`config.mk`:
```
export PLATFORM = sky130hd
export DESIGN_NAME = sidiv_step
export DESIGN_NICKNAME = d
export VERILOG_FILES = /design/src/design/signed_integer_divider_core_defines.svh /design/src/design/sidiv_pkg.sv /design/src/design/sidiv_step.sv
export SDC_FILE = /design/constraint.sdc
export NUM_CORES = 1
export LEC_CHECK = 0
export BUFFER_PORTS_ARGS = -buffer_cell sky130_fd_sc_hd__buf_2
export CAP_MARGIN = 20
export CORE_MARGIN = 8
export CORE_UTILIZATION = 45
export CTS_CLUSTER_SIZE = 8
export DETAILED_ROUTE_END_ITERATION = 12
export PLACE_DENSITY = 0.74
export SYNTH_ARGS = -nofsm -noshare
export SYNTH_HDL_FRONTEND = slang
export SYNTH_SLANG_ARGS = --single-unit
```
`constraint.sdc`:
```
create_clock -name clk -period 1.2 [get_ports clk]
set_clock_uncertainty 0.15 [all_clocks]
set_input_delay 0.24 -clock clk [delete_from_list [all_inputs] [get_ports clk]]
set_output_delay 0.24 -clock clk [all_outputs]
set_load 0.005 [all_outputs]
```
`src/design/signed_integer_divider_core_defines.svh`:
```
// ----------------------------------------------------------------------------
// signed integer divider assertion macros
// shared property forms for the divider's concurrent checks
// ----------------------------------------------------------------------------
`ifndef SIGNED_INTEGER_DIVIDER_CORE_DEFINES_SVH
`define SIGNED_INTEGER_DIVIDER_CORE_DEFINES_SVH

// same-cycle implication, checked outside reset
`define SIDIV_ASSERT_IMP(lbl, ante, cons, msg) \
    lbl: assert property (@(posedge clk) disable iff (!rst_n) (ante) |-> (cons)) \
        else $error(msg);

// next-cycle implication, checked outside reset
`define SIDIV_ASSERT_NXT(lbl, ante, cons, msg) \
    lbl: assert property (@(posedge clk) disable iff (!rst_n) (ante) |=> (cons)) \
        else $error(msg);

`endif

```
`src/design/sidiv_pkg.sv`:
```
// ----------------------------------------------------------------------------
// sidiv_pkg
// shared types and constants of the signed integer divider
// ----------------------------------------------------------------------------
package sidiv_pkg;

    // default operand width
    localparam int DATA_WIDTH_DEF = 32;

    // width of the status field
    localparam int STATUS_W = 2;

    // result status codes
    typedef enum logic [STATUS_W-1:0] {
        ST_OK   = 2'd0,
        ST_SAT  = 2'd1,
        ST_DIV0 = 2'd2
    } sidiv_status_t;

    // control group that travels with each item through the pipeline
    typedef struct packed {
        logic          valid;
        logic          neg;
        sidiv_status_t status;
    } sidiv_ctl_t;

endpackage

```
`src/design/sidiv_step.sv`:
```
// ----------------------------------------------------------------------------
// sidiv_step
// one registered restoring shift-subtract step of the divider pipeline
// ----------------------------------------------------------------------------
module sidiv_step
    import sidiv_pkg::*;
#(
    parameter int DATA_WIDTH = DATA_WIDTH_DEF
)
(
    input  logic                  clk,
    input  logic                  rst_n,
    input  logic                  en,
    input  sidiv_ctl_t            ctl_in,
    input  logic [DATA_WIDTH-1:0] rem_in,
    input  logic [DATA_WIDTH-1:0] aq_in,
    input  logic [DATA_WIDTH-1:0] ud_in,
    output sidiv_ctl_t            ctl_out,
    output logic [DATA_WIDTH-1:0] rem_out,
    output logic [DATA_WIDTH-1:0] aq_out,
    output logic [DATA_WIDTH-1:0] ud_out
);

    sidiv_ctl_t            ctl_reg;
    logic [DATA_WIDTH-1:0] rem_reg;
    logic [DATA_WIDTH-1:0] rem_next;
    logic [DATA_WIDTH-1:0] aq_reg;
    logic [DATA_WIDTH-1:0] aq_next;
    logic [DATA_WIDTH-1:0] ud_reg;
    logic [DATA_WIDTH:0]   trial;
    logic                  qbit;

    // shift in the next dividend bit and try the subtract
    always_comb
    begin
        trial = {rem_in, aq_in[DATA_WIDTH-1]} - {1'b0, ud_in};
        qbit  = ~trial[DATA_WIDTH];
        if (qbit)
        begin
            rem_next = trial[DATA_WIDTH-1:0];
        end
        else
        begin
            rem_next = {rem_in[DATA_WIDTH-2:0], aq_in[DATA_WIDTH-1]};
        end
        aq_next = {aq_in[DATA_WIDTH-2:0], qbit};
    end

    // control register, cleared on reset
    always_ff @(posedge clk or negedge rst_n)
    begin
        if (!rst_n)
        begin
            ctl_reg <= '0;
        end
        else if (en)
        begin
            ctl_reg <= ctl_in;
        end
    end

    // payload registers
    always_ff @(posedge clk)
    begin
        if (en)
        begin
            rem_reg <= rem_next;
            aq_reg  <= aq_next;
            ud_reg  <= ud_in;
        end
    end

    assign ctl_out = ctl_reg;
    assign rem_out = rem_reg;
    assign aq_out  = aq_reg;
    assign ud_out  = ud_reg;

endmodule

```
==> results.ini, run 1 <==
[logic_synthesis]
synth_top_area_cell=edfxtp_1
syn_area_sq_um=5480
ys_seq_area_frac=0.544
async_reset_ff_frac=0.0400
synthCells=464
syn-num-nets=600
ys_seq_elements=100
avgSynthCellArea_sq_um=11.8
ys.flop_type=edfxtp_1
synthTopCellsByArea=edfxtp_1 (53%), ha_1 (7.3%), mux2_4 (4.9%), a21oi_1 (3.1%), nand2_1 (3.0%)
synth_top_area_share=0.526
synth_cell_types=51
synth-edff-count=96
yosysWarnings=0

[finish]
final_common_cell=buf_2
stdcell_count=1022
area_delta_synth_final_pct=65.9
final_cell_mix=buf_2 (194), buf_4 (131), edfxtp_1 (96)
post-route-util=0.760
drive_gt1_frac=0.486
fin_nets=1006

[critical_path]
crit_arrival_ns=2.54
path_buf_inv=5
slowest_stage=a221o_1
cp_top_family=compound AO/OA/AOI/OAI gates
crit_top_cell=buf_12
end_kind=flip-flop
crit_path_max_fanout=7
cpPeakStageDelay_ns=0.37
start_kind=primary input
cp.required_ns=1.15
path_class=in -> reg
path_cells=buf_12 -> inv_12 -> ha_4 -> a21oi_4 -> o211ai_1 -> a221o_1 -> a211o_1 -> o21a_1 -> o211ai_4 -> inv_4 -> buf_12 -> buf_12 -> mux2_4

[routing]
avgRoutedWirePerCell_um=18.4
drtPass1Iterations=5
drc=0
antenna_left=0
viasPerCell=5.15
drtIter0Drc=336
vias=5261
wl_mm=18.8

[die]
start_util=0.458
io_pins=203
dieHeight_um=126
coreArea_sq_um=12000
die_w_um=126
fp-row-count=40
die-area_sq_um=16000

[timing]
hold_violations=0
finalCritPeriodShare=2.16
setup_ws_ns=-1.39
timing.hold.ws_ns=0.0162
rsz0062_at_grt=true
min_period_ns=2.59
finalMaxSlewViolations=0
setup_viol=133
worst_pin_slew_ns=0.380
max_freq_mhz=386
relSlewSlack=0.744
tns_ns=-46.92

[pwr]
powerDensity_nw_per_um2=1160
power_frac_clock=0.257
intPower_mw=7.55
leakage_nw=4.24
pwr-share-seq=0.416
combPwrFrac=0.327
swShare=0.283
ir_drop_mv=0.607
switching_power_mw=2.98

[worst_hold_path]
min_path_type=in -> reg

[run]
drv_cap=0

[clocking]
cts_root_buffer=clkbuf_16
cts_made_buffers=9
cts.sinks=100
cts_tree=built
clockBufferDepth=2
clk_latency_ns=0.36
path_clk_slew_ns=0.07
cts_htree_levels=3

[global_routing]
overflow=0
grt_pass1_vias=5615
grt_pass1_wl_mm=29.2
grt_usage=0.233
antenna_found_initial=0
grt_max_degree=28

[placed_design]
place_ws_ns=-1.89
portBuffers=202
dp.cells=922
place_congestion=0.918
dp_hpwl_mm=13.3

[run_status]
status=complete, but fails checks
violations=negative setup slack

==> power by group through the flow <==
stage / sequential (mW) / clock, mW / combinational, mW
floorplan: 4.51 / 0 / 1.32
global placement: 4.45 / 0 / 2.78
detailed placement: 4.45 / 0 / 2.84
CTS: 4.38 / 2.74 / 3.35
global route: 4.42 / 2.87 / 3.71
finish: 4.38 / 2.70 / 3.44
==> routing by layer <==
layer  vias up  global-route usage  share of wire
met4         0              0.0863          0.019
li1       2536                   -              -
met5         -                   0              0
met2       177               0.434           0.54
met1      2524               0.258           0.39
met3        24              0.0406          0.051
==> Yosys cell counts (3+ instances only) <==
cell and n:
edfxtp_1 96, nand2_1 44, inv_1 41, a21oi_1 34, ha_1 32, o21ai_0 24
mux2_4 18, nor2_1 16, a21o_1 15, xnor2_1 14, clkbuf_1 11, nand3_1 11
xor2_1 10, o211ai_1 8, nand4_1 7, and3_1 6, o21a_1 6, nand2b_1 5
nor2b_1 5, o21bai_1 5, o31ai_1 5, a211oi_1 4, dfrtp_1 4, mux2_2 4
nor3_1 4, and2_1 3, buf_6 3
==> cell families (layout without fill, tap and decap cells) <==
group,count (synthesis),in the layout,share of synthesized area
AOI/OAI and AO/OA,120,120,0.145
xor gates and xnor gates,24,24,0.0383
adders and majority gates,33,33,0.0767
buffers and inverters,57,467,0.0434
DFF,100,100,0.544
muxes,22,22,0.0575
other,0,1,0
and+or+nand+nor,108,108,0.0945
==> stage by stage <==
stage | power [mW] | area [sq um]
global placement | 7.23 | 7680
CTS | 10.5 | 8990
global route | 11.0 | 9090
finish | 10.5 | 9090
floorplan | 5.83 | 5580
detailed placement | 7.30 | 7680
==> flip-flops by register name, summed over array words and instances, names as in the netlist <==
name	count
aq_out	32
ctl_out	4
rem_out	32
ud_out	32
==> final timing paths <==
check / slack, ns / end / cells after the start / from
worst max-delay path: -1.39 / rem_out[20]$_DFFE_PP_ / 13 / ud_in[16]
worst min-delay path: 0.02 / ud_out[10]$_DFFE_PP_ / 2 / ud_in[10]
worst max register to register: 0.05 / ctl_out[1]$_DFFE_PN0P_ / 3 / ctl_out[1]$_DFFE_PN0P_
worst min register to register: 0.43 / ctl_out[3]$_DFFE_PN0P_ / 1 / ctl_out[3]$_DFFE_PN0P_
max in group asynchronous: 0.67 / ctl_out[2]$_DFFE_PN0P_ / 2 / rst_n
min in group asynchronous: 0.10 / ctl_out[1]$_DFFE_PN0P_ / 2 / rst_n
==> layout make-up <==
type                    count  area [sq um]
flip-flops and latches    100          2980
repair buffers            410          2920
fillers                   796          2870
multi-input cells         307          2560
clock buffers              10           229
well taps                 147           184
inverters                  42           175
clock inverters             5          36.3
diodes                      1          2.50
==> timing repair <==
| item | 4_1_cts | 5_1_grt |
|---|---|---|
| setup endpoints to repair | 133 | 133 |
| pin swaps | 25 | 17 |
| gates resized for setup | 49 | 21 |
| hold buffers | 65 | 1 |
| setup buffers | 16 | 2 |
| cloned | 2 | 0 |
| hold endpoints to repair | 68 | 1 |
No activity file was read; power rests on OpenSTA's default activity.
==> run 2: changes to the inputs <==
- ABC_AREA: default -> 1
- PLACE_DENSITY: 0.74 -> 0.72
==> run 2 against run 1 <==
Effect of this change:
- the run still ends with negative setup slack left
- register-to-register slack better by 0.23 ns
- first-iteration DRC count is 19% higher
- count of clock-buffer cells in the layout is 1 lower
- largest power group unchanged
==> results.ini, run 2 <==
[die]
io_pins=203  ; unchanged
dieHeight_um=133  ; was 126 um
fp-row-count=43  ; was 40
die_w_um=133  ; was 126 um
die-area_sq_um=17800  ; was 16000 sq um
start_util=0.453  ; was 0.458
coreArea_sq_um=13700  ; was 12000 sq um

[pwr]
pwr-share-seq=0.399  ; was 0.416
swShare=0.314  ; was 0.283
leakage_nw=5.32  ; was 4.24 nW
total_power_mw=10.9  ; was 10.5 mW
power_frac_clock=0.270  ; was 0.257
switching_power_mw=3.42  ; was 2.98 mW
intPower_mw=7.46  ; was 7.55 mW
powerDensity_nw_per_um2=1090  ; was 1160 nW/um^2
combPwrFrac=0.331  ; was 0.327
ir_drop_mv=0.636  ; was 0.607 mV

[logic_synthesis]
avgSynthCellArea_sq_um=7.87  ; was 11.8 sq um
ys_seq_elements=100  ; unchanged
syn-num-nets=923  ; was 600
synth_top_area_cell=edfxtp_1  ; unchanged
async_reset_ff_frac=0.0400  ; unchanged
yosysWarnings=0  ; unchanged
synthCells=787  ; was 464
syn_area_sq_um=6190  ; was 5480 sq um
synth-edff-count=96  ; unchanged
ys.flop_type=edfxtp_1  ; unchanged
synthTopCellsByCount=nand2_1 (335), inv_1 (157), edfxtp_1 (96), nor2_1 (38), ha_1 (32)  ; was edfxtp_1 (96), nand2_1 (44), inv_1 (41), a21oi_1 (34), ha_1 (32)
synth_top_area_share=0.466  ; was 0.526
synth_most_common_cell=nand2_1  ; was edfxtp_1
synthTopCellsByArea=edfxtp_1 (47%), nand2_1 (20%), inv_1 (9.5%), ha_1 (6.5%), nand3_1 (2.5%)  ; was edfxtp_1 (53%), ha_1 (7.3%), mux2_4 (4.9%), a21oi_1 (3.1%), nand2_1 (3.0%)
ys_seq_area_frac=0.482  ; was 0.544
synth_cell_types=27  ; was 51

[clocking]
cts_htree_levels=3  ; unchanged
cts_made_buffers=9  ; unchanged
clockBufferDepth=2  ; unchanged
path_clk_slew_ns=0.08  ; was 0.07 ns
cts.sinks=100  ; unchanged
clk_latency_ns=0.35  ; was 0.36 ns
cts_root_buffer=clkbuf_16  ; unchanged
cts_tree=built  ; unchanged

[critical_path]
start_kind=primary input  ; unchanged
end_kind=flip-flop  ; unchanged
slowest_stage=fa_2  ; was a221o_1
cp.required_ns=1.17  ; was 1.15 ns
crit_top_cell=nand2_2  ; was buf_12
rr_endpoint=ctl_out[0]$_DFFE_PN0P_  ; was ctl_out[1]$_DFFE_PN0P_
path_class=in -> reg  ; unchanged
r2r_slack_ns=0.28  ; was 0.05 ns
crit_path_max_fanout=8  ; was 7
r2r_start=ctl_out[0]$_DFFE_PN0P_  ; was ctl_out[1]$_DFFE_PN0P_
path_cells=buf_8 -> inv_8 -> ha_4 -> fa_2 -> inv_2 -> nand2_2 -> nand2_2 -> nand3_2 -> nand2_2 -> nand2_2 -> nand2_2 -> nand2_4 -> nand3_4 -> nand2_8 -> clkbuf_16 -> nand2_1 -> nand2_1  ; was buf_12 -> inv_12 -> ha_4 -> a21oi_4 -> o211ai_1 -> a221o_1 -> a211o_1 -> o21a_1 -> o211ai_4 -> inv_4 -> buf_12 -> buf_12 -> mux2_4
reg2reg_depth=1  ; was 3
cpPeakStageDelay_ns=0.37  ; about the same
crit_arrival_ns=1.91  ; was 2.54 ns

[timing]
hold_violations=0  ; unchanged
finalCritPeriodShare=1.61  ; was 2.16
max_freq_mhz=516  ; was 386 MHz
finalMaxSlewViolations=0  ; unchanged
worst_pin_slew_ns=0.319  ; was 0.380 ns
min_period_ns=1.94  ; was 2.59 ns
setup_ws_ns=-0.738  ; was -1.39 ns
tns_ns=-28.20  ; was -46.92 ns
rsz0062_at_grt=true  ; unchanged
relSlewSlack=0.787  ; was 0.744
setup_viol=133  ; unchanged

[run]
drv_cap=0  ; unchanged

[worst_hold_path]
min_path_cells=2  ; unchanged
min_to=ud_out[3]$_DFFE_PP_  ; was ud_out[10]$_DFFE_PP_
min-delay-start=ud_in[3]  ; was ud_in[10]
min_path_type=in -> reg  ; unchanged

[routing]
drtPass1Iterations=5  ; unchanged
antenna_left=0  ; unchanged
vias=6400  ; was 5261
drtIter0Drc=401  ; was 336
avgRoutedWirePerCell_um=15.3  ; was 18.4 um
viasPerCell=4.63  ; was 5.15
wl_mm=21.2  ; was 18.8 mm
drc=0  ; unchanged

[finish]
final_common_cell=nand2_1  ; was buf_2
final_cell_mix=nand2_1 (283), buf_2 (199), inv_1 (154)  ; was buf_2 (194), buf_4 (131), edfxtp_1 (96)
area_delta_synth_final_pct=61.1  ; was 65.9%
fin_nets=1331  ; was 1006
fillerInstances=1069  ; was 796
drive_gt1_frac=0.384  ; was 0.486

[global_routing]
grt_pass1_wl_mm=33.0  ; was 29.2 mm
antenna_found_initial=1  ; was 0
overflow=0  ; unchanged
grt_max_degree=37  ; was 28
grt_usage=0.231  ; was 0.233
grt_pass1_vias=6554  ; was 5615

[placed_design]
place_ws_ns=-1.17  ; was -1.89 ns
portBuffers=202  ; unchanged
dp_hpwl_mm=15.5  ; was 13.3 mm
place_congestion=0.899  ; was 0.918

[run_status]
violations=negative setup slack  ; unchanged
status=complete, but fails checks  ; unchanged

-- run 2: changes by cell type in the layout (fill, tap and decap cells not counted), moves of 8 or more --
cell	previous run	this run
a21oi_1	25	17
nand2_1	40	283
o21ai_0	21	0
xnor2_1	14	1
a21o_1	15	0
nor2_1	15	33
nand2_2	2	51
nand2_4	2	10
inv_1	35	154
o211ai_1	8	0
nand3_1	9	25
mux2_4	18	0
-- run 2: worst max-delay path by stage --
stage          startpoint                     to  slack (ns)  cells past startpoint
4_1_cts         aq_in[31]  rem_out[16]$_DFFE_PP_       -0.67                     17
2_1_floorplan   aq_in[31]   rem_out[5]$_DFFE_PP_       -0.88                     16
3_5_place_dp    aq_in[31]  rem_out[28]$_DFFE_PP_       -1.17                     17
3_3_place_gp    aq_in[31]  rem_out[28]$_DFFE_PP_       -1.14                     17
6_report        aq_in[31]   rem_out[5]$_DFFE_PP_       -0.74                     17
5_1_grt         aq_in[31]   rem_out[1]$_DFFE_PP_       -0.85                     17
-- run 2: cell families (layout without fill, tap and decap cells) --
| group | after synthesis | in the layout | synth area share |
|---|---|---|---|
| XOR/XNOR | 15 | 15 | 0.0212 |
| adder cells (fa/ha/maj) | 33 | 33 | 0.0679 |
| AND/OR/NAND/NOR | 438 | 438 | 0.286 |
| multiplexers | 4 | 4 | 0.00728 |
| buffers and inverters | 165 | 578 | 0.105 |
| other | 0 | 2 | 0 |
| flip-flops | 100 | 100 | 0.482 |
| AO/OA/AOI/OAI | 32 | 32 | 0.0299 |
-- run 2: power by group through the flow --
stage	clock network, mW	registers [mW]	logic [mW]
floorplan	0	4.48	1.32
global placement	0	4.41	2.88
detailed placement	0	4.42	2.93
CTS	2.96	4.35	3.33
global route	3.12	4.38	3.96
finish	2.93	4.35	3.60
-- run 2: metal layers --
metal	up-vias	track usage	routed length, um
met1	2913	0.286	9010
met3	18	0.0497	1390
met5	-	0	0
met4	0	0.0530	252
met2	208	0.402	10500
li1	3261	-	-
-- run 2: cell type report --
cell class                      instances  area (sq um)  area share
Timing Repair Buffer                  403          2870       0.287
Multi-Input combinational cell        522          3000       0.300
Inverter                              159           604      0.0606
Tap cell                              180           225      0.0226
Sequential cell                       100          2980       0.299
Clock inverter                          7          67.6     0.00677
Antenna cell                            2          5.00    0.000502
Clock buffer                            9           225      0.0226
-- run 2: through the flow --
step | hold WS [ns] | cell area [sq um] | util | std cells
2_1_floorplan | -0.206 | 6230 | - | 787
3_3_place_gp | -0.102 | 8420 | 0.616 | 1286
3_5_place_dp | -0.102 | 8420 | 0.616 | 1286
4_1_cts | -0.0461 | 9730 | 0.712 | 1374
5_1_grt | 0.00694 | 9970 | 0.730 | 1381
6_report | 0.0102 | 9970 | 0.730 | 1382
-- run 2: repair_timing --
item                                    in CTS  in global routing
hold buffers                                66                  1
hold endpoints to repair                    70                  1
gates resized for setup                     57                 44
endpoints found under the setup margin     133                133
pin swaps                                    6                  9
setup buffers                                5                  2
cloned                                       1                  3
-- run 2: worst max-delay path: cells and delay by family --
family | cells | cell delay (ns)
buffers and inverters | 4 | 0.39
AND/OR/NAND/NOR | 11 | 0.77
adder cells (fa/ha/maj) | 2 | 0.52
==> run 3: changes to the inputs <==
- ABC_AREA: 1 -> default
- PLACE_DENSITY: 0.72 -> 0.8
==> run 3 against run 2 <==
Effect of this change:
- the flow still finishes with violations (negative setup slack)
- cell count shrank 26%
- via count is 17% lower
- die area down 10%
- routed wire length fell by 11%
- sequential cell count unchanged
- sequential share of layout area increased by 3.3 points
- count of clock-buffer cells in the layout rose by 1
- power fell by 3.4%
- combinational power down 6.9%
- critical path type unchanged
- largest cell class is now flip-flops and latches
- largest power group unchanged
==> results.ini, run 3 (same netlist as run 1, synthesis figures left out) <==
[critical_path]
slowest_stage=a221o_1  ; was fa_2
crit_arrival_ns=2.54  ; was 1.91 ns
start_kind=primary input  ; unchanged
crit_path_max_fanout=8  ; unchanged
path_class=in -> reg  ; unchanged
cp.required_ns=1.15  ; was 1.17 ns
cpPeakStageDelay_ns=0.35  ; was 0.37 ns
crit_top_cell=buf_12  ; was nand2_2
r2r_slack_ns=0.16  ; was 0.28 ns
end_kind=flip-flop  ; unchanged
path_cells=buf_12 -> inv_12 -> ha_4 -> a21oi_4 -> o211ai_1 -> a221o_1 -> a211o_1 -> o21a_1 -> o211ai_4 -> inv_4 -> buf_12 -> mux2_4  ; was buf_8 -> inv_8 -> ha_4 -> fa_2 -> inv_2 -> nand2_2 -> nand2_2 -> nand3_2 -> nand2_2 -> nand2_2 -> nand2_2 -> nand2_4 -> nand3_4 -> nand2_8 -> clkbuf_16 -> nand2_1 -> nand2_1

[clocking]
cts_htree_levels=3  ; unchanged
cts_tree=built  ; unchanged
cts.sinks=100  ; unchanged
cts_root_buffer=clkbuf_16  ; unchanged
path_clk_slew_ns=0.07  ; was 0.08 ns
cts_made_buffers=9  ; unchanged
clockBufferDepth=2  ; unchanged
clk_latency_ns=0.35  ; about the same

[routing]
drtIter0Drc=413  ; was 401
antenna_left=0  ; unchanged
drtPass1Iterations=5  ; unchanged
avgRoutedWirePerCell_um=18.5  ; was 15.3 um
wl_mm=18.8  ; was 21.2 mm
drc=0  ; unchanged
viasPerCell=5.21  ; was 4.63
vias=5321  ; was 6400

[pwr]
ir_drop_mv=0.661  ; was 0.636 mV
leakage_nw=4.20  ; was 5.32 nW
powerDensity_nw_per_um2=1170  ; was 1090 nW/um^2

[global_routing]
antenna_found_initial=1  ; unchanged
grt_pass1_vias=5515  ; was 6554
grt_max_degree=39  ; was 37
grt_usage=0.230  ; was 0.231
grt_pass1_wl_mm=28.9  ; was 33.0 mm
overflow=0  ; unchanged

[placed_design]
portBuffers=202  ; unchanged
place_congestion=0.937  ; was 0.899
dp_hpwl_mm=13.1  ; was 15.5 mm
place_ws_ns=-1.83  ; was -1.17 ns

[finish]
fillerInstances=772  ; was 1069
fin_nets=1004  ; was 1331
multi_input_area_sq_um=2480  ; was 3000 sq um
drive_gt1_frac=0.479  ; was 0.384
area_delta_synth_final_pct=63.8  ; was 61.1%
final_common_cell=buf_2  ; was nand2_1
regArea_sq_um=2980  ; unchanged
final_cell_mix=buf_2 (195), buf_4 (132), edfxtp_1 (96)  ; was nand2_1 (283), buf_2 (199), inv_1 (154)

[timing]
min_period_ns=2.58  ; was 1.94 ns
setup_ws_ns=-1.38  ; was -0.738 ns
worst_pin_slew_ns=0.456  ; was 0.319 ns
rsz0062_at_grt=true  ; unchanged
hold_violations=0  ; unchanged
max_freq_mhz=387  ; was 516 MHz
setup_viol=133  ; unchanged
relSlewSlack=0.693  ; was 0.787
finalCritPeriodShare=2.15  ; was 1.61
finalMaxSlewViolations=0  ; unchanged
tns_ns=-48.17  ; was -28.20 ns

[die]
fp-row-count=40  ; was 43
die_w_um=126  ; was 133 um
coreArea_sq_um=12000  ; was 13700 sq um
die-area_sq_um=16000  ; was 17800 sq um
dieHeight_um=126  ; was 133 um
io_pins=203  ; unchanged
start_util=0.458  ; was 0.453

[worst_hold_path]
min_path_type=in -> reg  ; unchanged

[run]
drv_cap=0  ; unchanged

[run_status]
status=complete, but fails checks  ; unchanged
violations=negative setup slack  ; unchanged

## run 3: cell count changes in the layout (fill, tap and decap cells not counted), sizes merged, moves of 11 or more
cell and change:
inv -118, nand2 -301, a21o +15, nand3 -20, nor2 -23, mux2 +18, xnor2 +13, a21oi +11
o21ai +24
## run 3: critical path, delay by kind of cell
kind,cells,cell delay [ns]
muxes,1,0.30
AOI/OAI and AO/OA,6,1.36
adders and majority gates,1,0.26
buffers and inverters,4,0.37
## run 3: what timing repair did
action / in CTS / in global routing
buffers inserted: 13 / 4
setup endpoints to repair: 133 / 133
pin swaps: 19 / 10
endpoints found under the hold margin: 69 / 0
gates cloned: 1 / 0
hold buffers: 66 / 0
resized for setup: 45 / 13
## run 3: path summary, 6_finish.rpt
path	startpoint	to	cells after the start
min reg2reg	ctl_out[0]$_DFFE_PN0P_	ctl_out[0]$_DFFE_PN0P_	1
min	ud_in[31]	ud_out[31]$_DFFE_PP_	2
max in group asynchronous	rst_n	ctl_out[1]$_DFFE_PN0P_	2
min in group asynchronous	rst_n	ctl_out[3]$_DFFE_PN0P_	2
max reg2reg	ctl_out[2]$_DFFE_PN0P_	ctl_out[2]$_DFFE_PN0P_	2
max	ud_in[16]	rem_out[21]$_DFFE_PP_	12
## run 3: per-layer routing
layer  vias to the layer above  track usage  share of wire
met3                        40       0.0545          0.063
li1                       2525            -              -
met1                      2528        0.263           0.41
met4                         0       0.0934          0.026
met5                         -            0              0
met2                       228        0.406           0.51
## run 3: cell type report
class | instances | share of cell area
flip-flops and latches | 100 | 0.332
repair buffers | 408 | 0.320
multi-input cells | 307 | 0.277
clock buffers | 10 | 0.0255
well taps | 147 | 0.0205
inverters | 42 | 0.0195
clock inverters | 6 | 0.00516
diodes | 1 | 0.000279
## run 3: where the power goes
| part | switching (mW) | total (mW) | internal [mW] |
|---|---|---|---|
| clock network | 1.35 | 2.78 | 1.43 |
| registers | 0.105 | 4.39 | 4.28 |
| logic | 1.54 | 3.35 | 1.81 |
## run 3: metrics by stage
stage	util	instances	hold WS (ns)	cell area, sq um	total power [mW]
final	0.751	1021	0.0113	8980	10.5
after global routing	0.751	1021	0.00692	8980	10.9
after CTS	0.745	1016	0.00192	8910	10.4
after detailed placement	0.638	920	-0.102	7640	7.29
after global placement	0.638	920	-0.110	7640	7.19
after floorplan	-	464	-0.206	5580	5.83
